<file path="config.mk">
export PLATFORM = sky130hd
export DESIGN_NAME = addressable_led_serializer_core
export DESIGN_NICKNAME = d
export VERILOG_FILES = /design/src/sv/aled_pkg.sv /design/src/sv/addressable_led_serializer_core.sv /design/src/sv/aled_front.sv /design/src/sv/aled_queue.sv /design/src/sv/aled_back.sv
export SDC_FILE = /design/constraint.sdc
export NUM_CORES = 1
export LEC_CHECK = 0
export BUFFER_PORTS_ARGS = -buffer_cell sky130_fd_sc_hd__buf_2
export CAP_MARGIN = 10
export CORE_MARGIN = 4
export CORE_UTILIZATION = 60
export DETAILED_ROUTE_END_ITERATION = 8
export GPL_ROUTABILITY_DRIVEN = 1
export PLACE_DENSITY = 0.86
export SYNTH_ARGS = -nofsm -noshare
export SYNTH_HDL_FRONTEND = slang
export SYNTH_HIERARCHICAL = 1
export SYNTH_SLANG_ARGS = --single-unit
</file>
<file path="constraint.sdc">
create_clock -name clk -period 6.3 [get_ports clk]
set_input_delay 0.63 -clock clk [delete_from_list [all_inputs] [get_ports clk]]
set_output_delay 0.63 -clock clk [all_outputs]
set_load 0.02 [all_outputs]
</file>
<file path="src/sv/aled_pkg.sv">
// Shared types and constants for the addressable LED serializer.
// Used by the front stage, the command queue, the back end and the top level.
`default_nettype none

package aled_pkg;

    // String geometry.
    localparam int PIXEL_COUNT    = 23;
    localparam int PIX_W          = (PIXEL_COUNT > 1) ? $clog2(PIXEL_COUNT) : 1;
    localparam int BITS_PER_PIXEL = 24;
    localparam int BIT_W          = $clog2(BITS_PER_PIXEL);

    // Command queue between front and back.
    localparam int QUEUE_DEPTH = 4;
    localparam int QPTR_W      = (QUEUE_DEPTH > 1) ? $clog2(QUEUE_DEPTH) : 1;
    localparam int QCNT_W      = $clog2(QUEUE_DEPTH + 1);

    // Request codes on the input channel.
    localparam logic [1:0] REQ_TICK  = 2'd0;
    localparam logic [1:0] REQ_WRITE = 2'd1;
    localparam logic [1:0] REQ_CLEAR = 2'd2;
    localparam logic [1:0] REQ_SEND  = 2'd3;

    // Configuration register indexes.
    localparam int CFG_IDX_W = 2;
    localparam logic [CFG_IDX_W-1:0] CFG_BRIGHTNESS = 2'd0;
    localparam logic [CFG_IDX_W-1:0] CFG_BIT_PERIOD = 2'd1;
    localparam logic [CFG_IDX_W-1:0] CFG_ONE_HIGH   = 2'd2;
    localparam logic [CFG_IDX_W-1:0] CFG_ZERO_HIGH  = 2'd3;

    // Configuration reset values.
    localparam logic [7:0] BRIGHTNESS_RST = 8'd255;
    localparam logic [7:0] BIT_PERIOD_RST = 8'd40;
    localparam logic [7:0] ONE_HIGH_RST   = 8'd18;
    localparam logic [7:0] ZERO_HIGH_RST  = 8'd7;

    // Classified operation carried through the queue.
    typedef enum logic [2:0] {
        OP_TICK  = 3'd0,
        OP_WRITE = 3'd1,
        OP_CLEAR = 3'd2,
        OP_SEND  = 3'd3,
        OP_NOP   = 3'd4
    } op_t;

    typedef struct packed {
        op_t              op;
        logic [PIX_W-1:0] index;
        logic [23:0]      grb;
    } cmd_t;

    // Bit timing settings seen by the back end.
    typedef struct packed {
        logic [7:0] bit_period;
        logic [7:0] one_high;
        logic [7:0] zero_high;
    } timing_t;

    // One result beat.
    typedef struct packed {
        logic line_level;
        logic busy;
        logic frame_done;
    } res_t;

endpackage

`default_nettype wire

</file>
<file path="src/sv/addressable_led_serializer_core.sv">
// Top level of the addressable LED serializer: configuration registers,
// front stage, command queue and back end. Depends on aled_pkg and its modules.
//
// Usage: request beats arrive on in_valid/in_ready with req_type, pixel_index
// and red/green/blue. A tick advances the line waveform by one tick, a write
// stores a brightness-scaled pixel in GRB order, a clear zeroes the string and
// a send starts a frame if anything changed and no frame is running. Every
// request beat yields exactly one result beat on out_valid/out_ready carrying
// line_level, busy_res and frame_done. Configuration is written on
// cfg_valid/cfg_ready (always ready) with cfg_index and cfg_data; the user
// must write it only while idle, and the block itself leaves this to the user.
// A result beat passes the front stage (which multiplies by brightness), one
// queue slot and the result register. Throughput is one beat per cycle while
// the receiver takes results; one tick of the waveform costs one beat.
// When the receiver stalls, the result register holds, the back end stops,
// the queue of four entries fills and in_ready then drops.
// Reset sets the configuration to its defaults, empties the store and queue,
// marks the frame as changed and leaves the line low and idle.
`default_nettype none

module addressable_led_serializer_core (
    input  wire        clk,
    input  wire        rst_n,
    input  wire        cfg_valid,
    output logic       cfg_ready,
    input  wire  [1:0] cfg_index,
    input  wire  [7:0] cfg_data,
    input  wire        in_valid,
    output logic       in_ready,
    input  wire  [1:0] req_type,
    input  wire  [4:0] pixel_index,
    input  wire  [7:0] red,
    input  wire  [7:0] green,
    input  wire  [7:0] blue,
    output logic       out_valid,
    input  wire        out_ready,
    output logic       line_level,
    output logic       busy_res,
    output logic       frame_done
);
    import aled_pkg::*;

    logic [7:0] brightness_reg, brightness_next;
    timing_t    timing_reg, timing_next;
    logic       front_valid;
    cmd_t       f_cmd, q_cmd;
    logic       f_valid, f_ready, q_valid, q_ready;
    res_t       res;

    assign cfg_ready = 1'b1;

    // Configuration register writes.
    always_comb
    begin
        brightness_next = brightness_reg;
        timing_next     = timing_reg;
        if (cfg_valid)
        begin
            case (cfg_index)
                CFG_BRIGHTNESS: brightness_next        = cfg_data;
                CFG_BIT_PERIOD: timing_next.bit_period = cfg_data;
                CFG_ONE_HIGH:   timing_next.one_high   = cfg_data;
                CFG_ZERO_HIGH:  timing_next.zero_high  = cfg_data;
                default:        brightness_next        = brightness_reg;
            endcase
        end
    end

    always_ff @(posedge clk or negedge rst_n)
    begin
        if (!rst_n)
        begin
            brightness_reg       <= BRIGHTNESS_RST;
            timing_reg.bit_period <= BIT_PERIOD_RST;
            timing_reg.one_high  <= ONE_HIGH_RST;
            timing_reg.zero_high <= ZERO_HIGH_RST;
        end
        else
        begin
            brightness_reg <= brightness_next;
            timing_reg     <= timing_next;
        end
    end

    aled_front u_front (
        .clk         (clk),
        .rst_n       (rst_n),
        .brightness  (brightness_reg),
        .in_valid    (in_valid),
        .in_ready    (in_ready),
        .req_type    (req_type),
        .pixel_index (pixel_index),
        .red         (red),
        .green       (green),
        .blue        (blue),
        .stage_valid (front_valid),
        .cmd         (f_cmd),
        .cmd_valid   (f_valid),
        .cmd_ready   (f_ready)
    );

    aled_queue u_queue (
        .clk        (clk),
        .rst_n      (rst_n),
        .push_valid (f_valid),
        .push_ready (f_ready),
        .push_cmd   (f_cmd),
        .pop_valid  (q_valid),
        .pop_ready  (q_ready),
        .pop_cmd    (q_cmd)
    );

    aled_back u_back (
        .clk       (clk),
        .rst_n     (rst_n),
        .timing    (timing_reg),
        .cmd_valid (q_valid),
        .cmd_ready (q_ready),
        .cmd       (q_cmd),
        .out_valid (out_valid),
        .out_ready (out_ready),
        .res       (res)
    );

    assign line_level = res.line_level;
    assign busy_res   = res.busy;
    assign frame_done = res.frame_done;

    // The end of a frame always reports the serializer as idle.
    a_done_not_busy: assert property (@(posedge clk) disable iff (!rst_n)
        (out_valid && frame_done) |-> !busy_res)
        else $error("frame_done reported while still busy");

    // An empty front stage never refuses a request beat.
    a_front_ready: assert property (@(posedge clk) disable iff (!rst_n)
        !front_valid |-> in_ready)
        else $error("front stage empty but not ready");

    // A held result blocks the back end from taking a command.
    a_back_stall: assert property (@(posedge clk) disable iff (!rst_n)
        (out_valid && !out_ready) |-> !(q_valid && q_ready))
        else $error("command taken while result is stalled");

endmodule

`default_nettype wire

</file>
<file path="src/sv/aled_front.sv">
// Front stage: accepts request beats, classifies them and scales the colour.
// Depends on aled_pkg; feeds the command queue.
`default_nettype none

module aled_front (
    input  wire                 clk,
    input  wire                 rst_n,
    input  wire  [7:0]          brightness,
    input  wire                 in_valid,
    output logic                in_ready,
    input  wire  [1:0]          req_type,
    input  wire  [4:0]          pixel_index,
    input  wire  [7:0]          red,
    input  wire  [7:0]          green,
    input  wire  [7:0]          blue,
    output logic                stage_valid,
    output aled_pkg::cmd_t      cmd,
    output logic                cmd_valid,
    input  wire                 cmd_ready
);
    import aled_pkg::*;

    logic             valid_reg, valid_next;
    op_t              op_reg;
    logic [PIX_W-1:0] idx_reg;
    logic [15:0]      prod_r_reg, prod_g_reg, prod_b_reg;
    logic             load;
    op_t              op_class;

    // Exact division by 255 for a 16-bit product of two bytes.
    function automatic logic [7:0] div255(input logic [15:0] p);
        logic [15:0] s;
        s = p + 16'd1 + {8'd0, p[15:8]};
        return s[15:8];
    endfunction

    // The stage takes a new beat when empty or when its beat moves on.
    assign in_ready   = !valid_reg || cmd_ready;
    assign load       = in_valid && in_ready;
    assign cmd_valid  = valid_reg;
    assign stage_valid = valid_reg;

    // Classify the request; an out-of-range write does nothing.
    always_comb
    begin
        case (req_type)
            REQ_TICK:  op_class = OP_TICK;
            REQ_WRITE: op_class = (32'(pixel_index) < PIXEL_COUNT) ? OP_WRITE : OP_NOP;
            REQ_CLEAR: op_class = OP_CLEAR;
            REQ_SEND:  op_class = OP_SEND;
            default:   op_class = OP_NOP;
        endcase
    end

    always_comb
    begin
        valid_next = valid_reg;
        if (load)
            valid_next = 1'b1;
        else if (cmd_ready)
            valid_next = 1'b0;
    end

    always_ff @(posedge clk or negedge rst_n)
    begin
        if (!rst_n)
            valid_reg <= 1'b0;
        else
            valid_reg <= valid_next;
    end

    // Payload: the brightness products are registered before the divide.
    always_ff @(posedge clk)
    begin
        if (load)
        begin
            op_reg     <= op_class;
            idx_reg    <= PIX_W'(pixel_index);
            prod_r_reg <= 16'(red) * 16'(brightness);
            prod_g_reg <= 16'(green) * 16'(brightness);
            prod_b_reg <= 16'(blue) * 16'(brightness);
        end
    end

    // Stored word is in GRB order.
    always_comb
    begin
        cmd.op    = op_reg;
        cmd.index = idx_reg;
        cmd.grb   = {div255(prod_g_reg), div255(prod_r_reg), div255(prod_b_reg)};
    end

endmodule

`default_nettype wire

</file>
<file path="src/sv/aled_queue.sv">
// Short command queue between the front stage and the back end.
// Depends on aled_pkg for the command type and depth.
`default_nettype none

module aled_queue (
    input  wire                 clk,
    input  wire                 rst_n,
    input  wire                 push_valid,
    output logic                push_ready,
    input  aled_pkg::cmd_t      push_cmd,
    output logic                pop_valid,
    input  wire                 pop_ready,
    output aled_pkg::cmd_t      pop_cmd
);
    import aled_pkg::*;

    cmd_t              mem_reg [QUEUE_DEPTH];
    logic [QPTR_W-1:0] wr_ptr_reg, wr_ptr_next;
    logic [QPTR_W-1:0] rd_ptr_reg, rd_ptr_next;
    logic [QCNT_W-1:0] count_reg, count_next;
    logic              push, pop;

    assign push_ready = (count_reg != QCNT_W'(QUEUE_DEPTH));
    assign pop_valid  = (count_reg != '0);
    assign push       = push_valid && push_ready;
    assign pop        = pop_valid && pop_ready;
    assign pop_cmd    = mem_reg[rd_ptr_reg];

    // Pointer and fill count update.
    always_comb
    begin
        wr_ptr_next = wr_ptr_reg;
        rd_ptr_next = rd_ptr_reg;
        count_next  = count_reg;
        if (push)
            wr_ptr_next = (wr_ptr_reg == QPTR_W'(QUEUE_DEPTH - 1)) ? '0 : wr_ptr_reg + 1'b1;
        if (pop)
            rd_ptr_next = (rd_ptr_reg == QPTR_W'(QUEUE_DEPTH - 1)) ? '0 : rd_ptr_reg + 1'b1;
        if (push && !pop)
            count_next = count_reg + 1'b1;
        else if (pop && !push)
            count_next = count_reg - 1'b1;
    end

    always_ff @(posedge clk or negedge rst_n)
    begin
        if (!rst_n)
        begin
            wr_ptr_reg <= '0;
            rd_ptr_reg <= '0;
            count_reg  <= '0;
        end
        else
        begin
            wr_ptr_reg <= wr_ptr_next;
            rd_ptr_reg <= rd_ptr_next;
            count_reg  <= count_next;
        end
    end

    // Entry storage.
    always_ff @(posedge clk)
    begin
        if (push)
            mem_reg[wr_ptr_reg] <= push_cmd;
    end

endmodule

`default_nettype wire

</file>
<file path="src/sv/aled_back.sv">
// Back end: holds the pixel store, runs the frame serializer and registers results.
// Depends on aled_pkg; takes commands from the queue.
`default_nettype none

module aled_back (
    input  wire                 clk,
    input  wire                 rst_n,
    input  aled_pkg::timing_t   timing,
    input  wire                 cmd_valid,
    output logic                cmd_ready,
    input  aled_pkg::cmd_t      cmd,
    output logic                out_valid,
    input  wire                 out_ready,
    output aled_pkg::res_t      res
);
    import aled_pkg::*;

    // Pixel store: data has no reset, a valid bit per entry reads as zero when clear.
    logic [23:0]            pix_data_reg [PIXEL_COUNT];
    logic [PIXEL_COUNT-1:0] pix_valid_reg;

    logic             pending_reg, pending_next;
    logic             sending_reg, sending_next;
    logic [PIX_W-1:0] pix_cnt_reg, pix_cnt_next;
    logic [BIT_W-1:0] bit_cnt_reg, bit_cnt_next;
    logic [7:0]       tick_cnt_reg, tick_cnt_next;
    logic             line_q_reg, line_q_next;
    logic             out_valid_reg, out_valid_next;
    res_t             res_reg, res_next;

    logic             fire, pix_we, pix_clr;
    logic [23:0]      word;
    logic             bit_val;
    logic [7:0]       high_cnt;
    logic             line_now;
    logic [8:0]       tick_inc;

    assign cmd_ready = !out_valid_reg || out_ready;
    assign fire      = cmd_valid && cmd_ready;
    assign out_valid = out_valid_reg;
    assign res       = res_reg;

    // Current bit of the frame, MSB first.
    always_comb
    begin
        word     = pix_valid_reg[pix_cnt_reg] ? pix_data_reg[pix_cnt_reg] : '0;
        bit_val  = word[BIT_W'(BITS_PER_PIXEL - 1) - bit_cnt_reg];
        high_cnt = bit_val ? timing.one_high : timing.zero_high;
        line_now = (tick_cnt_reg < high_cnt);
        tick_inc = {1'b0, tick_cnt_reg} + 9'd1;
    end

    // Command execution.
    always_comb
    begin
        pending_next   = pending_reg;
        sending_next   = sending_reg;
        pix_cnt_next   = pix_cnt_reg;
        bit_cnt_next   = bit_cnt_reg;
        tick_cnt_next  = tick_cnt_reg;
        line_q_next    = line_q_reg;
        pix_we         = 1'b0;
        pix_clr        = 1'b0;
        res_next       = res_reg;
        out_valid_next = out_valid_reg;

        if (out_ready)
            out_valid_next = 1'b0;

        if (fire)
        begin
            out_valid_next      = 1'b1;
            res_next.line_level = line_q_reg;
            res_next.busy       = sending_reg;
            res_next.frame_done = 1'b0;
            case (cmd.op)
                OP_WRITE:
                begin
                    pix_we       = 1'b1;
                    pending_next = 1'b1;
                end
                OP_CLEAR:
                begin
                    pix_clr      = 1'b1;
                    pending_next = 1'b1;
                end
                OP_SEND:
                begin
                    if (!sending_reg && pending_reg)
                    begin
                        pending_next        = 1'b0;
                        sending_next        = 1'b1;
                        pix_cnt_next        = '0;
                        bit_cnt_next        = '0;
                        tick_cnt_next       = '0;
                        line_q_next         = 1'b0;
                        res_next.line_level = 1'b0;
                        res_next.busy       = 1'b1;
                    end
                end
                OP_TICK:
                begin
                    if (!sending_reg)
                    begin
                        line_q_next         = 1'b0;
                        res_next.line_level = 1'b0;
                    end
                    else
                    begin
                        res_next.line_level = line_now;
                        line_q_next         = line_now;
                        tick_cnt_next       = tick_inc[7:0];
                        // End of a bit, then of a pixel, then of the frame.
                        if (tick_inc >= {1'b0, timing.bit_period})
                        begin
                            tick_cnt_next = '0;
                            bit_cnt_next  = bit_cnt_reg + 1'b1;
                            if (bit_cnt_reg == BIT_W'(BITS_PER_PIXEL - 1))
                            begin
                                bit_cnt_next = '0;
                                pix_cnt_next = pix_cnt_reg + 1'b1;
                                if (pix_cnt_reg == PIX_W'(PIXEL_COUNT - 1))
                                begin
                                    pix_cnt_next        = '0;
                                    sending_next        = 1'b0;
                                    line_q_next         = 1'b0;
                                    res_next.frame_done = 1'b1;
                                end
                            end
                        end
                        res_next.busy = sending_next;
                    end
                end
                default:
                begin
                end
            endcase
        end
    end

    always_ff @(posedge clk or negedge rst_n)
    begin
        if (!rst_n)
        begin
            pending_reg   <= 1'b1;
            sending_reg   <= 1'b0;
            pix_cnt_reg   <= '0;
            bit_cnt_reg   <= '0;
            tick_cnt_reg  <= '0;
            line_q_reg    <= 1'b0;
            out_valid_reg <= 1'b0;
            pix_valid_reg <= '0;
        end
        else
        begin
            pending_reg   <= pending_next;
            sending_reg   <= sending_next;
            pix_cnt_reg   <= pix_cnt_next;
            bit_cnt_reg   <= bit_cnt_next;
            tick_cnt_reg  <= tick_cnt_next;
            line_q_reg    <= line_q_next;
            out_valid_reg <= out_valid_next;
            if (pix_clr)
                pix_valid_reg <= '0;
            else if (pix_we)
                pix_valid_reg[cmd.index] <= 1'b1;
        end
    end

    // Result payload and pixel data.
    always_ff @(posedge clk)
    begin
        res_reg <= res_next;
        if (pix_we)
            pix_data_reg[cmd.index] <= cmd.grb;
    end

endmodule

`default_nettype wire
</file>
==> flow_metrics.env <==
export IMPL_drive_gt1_frac=0.1882
export IMPL_final_common_cell="edfxtp_1"
export IMPL_antenna_found_initial=0
export IMPL_cts_setup_buffers=0
export IMPL_place_ws_ns=0.5607
export IMPL_clockBufferDepth=3
export IMPL_tns_ns=0
export IMPL_cp_arrival_ns=6.32
export IMPL_grt_pass1_wl_mm=147.5
export IMPL_syn_instance_count=2513
export IMPL_wl_met3_mm=10.61
export IMPL_boundaryPins=52
export IMPL_die_area_um2=70240
export IMPL_cts_sinks=824
export IMPL_h_tree_depth=3
export IMPL_status="finished, final reports clean"
export IMPL_drt_pass1_iterations=9
export IMPL_hold_path_class="input pin to flip-flop"
export IMPL_finalSetupViolations=0
export IMPL_grt_max_degree=82
export IMPL_leakage_uw=0.01582
export IMPL_grt_pass1_vias=24620
export IMPL_worstSetupPathType="flip-flop to flip-flop"
export IMPL_endpoint_kind="flip-flop"
export IMPL_start_util=0.6105
export IMPL_ys_warn_count=6
export IMPL_ctsResizeCount=0
export IMPL_cts_root_buffer="clkbuf_16"
export IMPL_io_buffers=50
export IMPL_place_congestion=0.8773
export IMPL_max_cap_violations=0
export IMPL_cts_tree="built"
export IMPL_cts_clk_slew_worst_paths_ns=0.06
export IMPL_rsz0062_at_grt="false"
export IMPL_syn_area_per_cell_um2=15.77
export IMPL_worst_slack_ns=0.5034
export IMPL_nFillCells=4018
export IMPL_cp_max_fo=32
export IMPL_core_area_um2=64930
export IMPL_ant_nets=0
export IMPL_highest_layer="met4"
export IMPL_critPathLaunchType="flip-flop"
export IMPL_finalMaxSlewViolations=0
export IMPL_fin_crit_sh=0.9201
export IMPL_crit_required_ns=6.83
export IMPL_postSynthNetCount=2823
export IMPL_fp_dieW_um=265.0
export IMPL_largest_reg_flops=552
export IMPL_hold_buffers=1
export IMPL_cp_top_family="simple AND/OR/NAND/NOR gates"
export IMPL_areaGrowthSynthToFinish_pct=10.58
export IMPL_cts_buffers=81
export IMPL_tightest_slew_ns=1.323
export IMPL_fin_crit_ns=5.797
export IMPL_syn_area_um2=39640
export IMPL_critPathBufInv=2
export IMPL_vias_per_cell=6.636
export IMPL_cp_slowest_cell="dfrtp_4"
export IMPL_ir_drop_mv=0.2840
export IMPL_place_hpwl_mm=59.13
export IMPL_routedWlPerCell_um=27.47
export IMPL_slowest_delay_ns=0.82
export IMPL_drt_iter0_markers=3140
export IMPL_skew_ns=0.02975
export IMPL_hold_violations=0
export IMPL_drc=0
export IMPL_die_y_um=265.0
export IMPL_clk_latency_ns=0.64
export IMPL_max_slew_margin=0.1156
export IMPL_layout_common_cells="edfxtp_1, inv_1, and2_1"
export IMPL_drt_wl_total_mm=96.94
export IMPL_final_nets=2916
export IMPL_vias=23420
export IMPL_powerDensity_nw_per_um2=473.7
export IMPL_wl_met2_mm=47.65
export IMPL_grt_overflow_total=0
export IMPL_cp_cell_sequence="buf_4 > mux2_1 > mux4_2 > and4_1 > nor4_1 > o211ai_1 > nor4b_1 > o41ai_2 > buf_4 > mux2i_1 > ha_1 > a21oi_1 > nor2b_1 > o21ai_0 > o21ai_0 > or3_1 > or4b_1 > o211a_1 > o31ai_1"
export IMPL_rows=93
export IMPL_fmaxAchievable_ghz=0.1725
export IMPL_wl_met1_mm=34.01
export IMPL_grtUsageTotal=0.2762
==> where the power goes <==
group / switching (uW) / internal, uW
registers: 561 / 7820
logic: 4550 / 2990
clock network: 2060 / 2770
total: 7170 / 13600
==> metal layers <==
metal / global-route usage / vias up
met5: 0 / -
met4: 0.1232 / 0
met3: 0.05883 / 353
met2: 0.4561 / 1690
met1: 0.3588 / 11740
li1: - / 9632
==> stage by stage <==
stage                     area (um^2)  hold slack [ns]  utilization  total power [uW]  instances
after global placement          41090           0.4637       0.6328             15300       3373
after detailed placement        41090           0.4799       0.6328             15810       3373
final                           43830           0.2200       0.6751             20760       3529
after global routing            43830           0.2067       0.6750             21860       3528
after floorplan                 39640           0.3344            -             13640       2513
after CTS                       43750           0.1901       0.6738             20710       3524
==> area by class of cell <==
class | count | area [um^2] | area share
Timing Repair Buffer | 106 | 800.8 | 0.01827
Clock inverter | 45 | 420.4 | 0.009591
Antenna cell | 1 | 2.502 | 0.00005709
Multi-Input combinational cell | 1409 | 14270 | 0.3255
Inverter | 184 | 690.7 | 0.01576
Tap cell | 855 | 1070 | 0.02441
Clock buffer | 105 | 2231 | 0.05090
Sequential cell | 824 | 24350 | 0.5555
==> worst paths after layout <==
| kind | startpoint | end | slack, ns | cells after the start |
|---|---|---|---|---|
| min in group asynchronous | rst_n | brightness_reg[5] | 0.50 | 2 |
| max reg2reg | u_back/pix_cnt_reg[0] | u_back/line_q_reg | 0.50 | 19 |
| min reg2reg | u_back/pix_valid_reg[14] | u_back/pix_valid_reg[14] | 0.49 | 1 |
| min | pixel_index[4] | u_front/idx_reg[4] | 0.22 | 1 |
| max in group asynchronous | rst_n | u_back/pix_cnt_reg[1] | 4.68 | 3 |
| max | u_back/pix_cnt_reg[0] | u_back/line_q_reg | 0.50 | 19 |
Power figures use the tool's default switching activity.
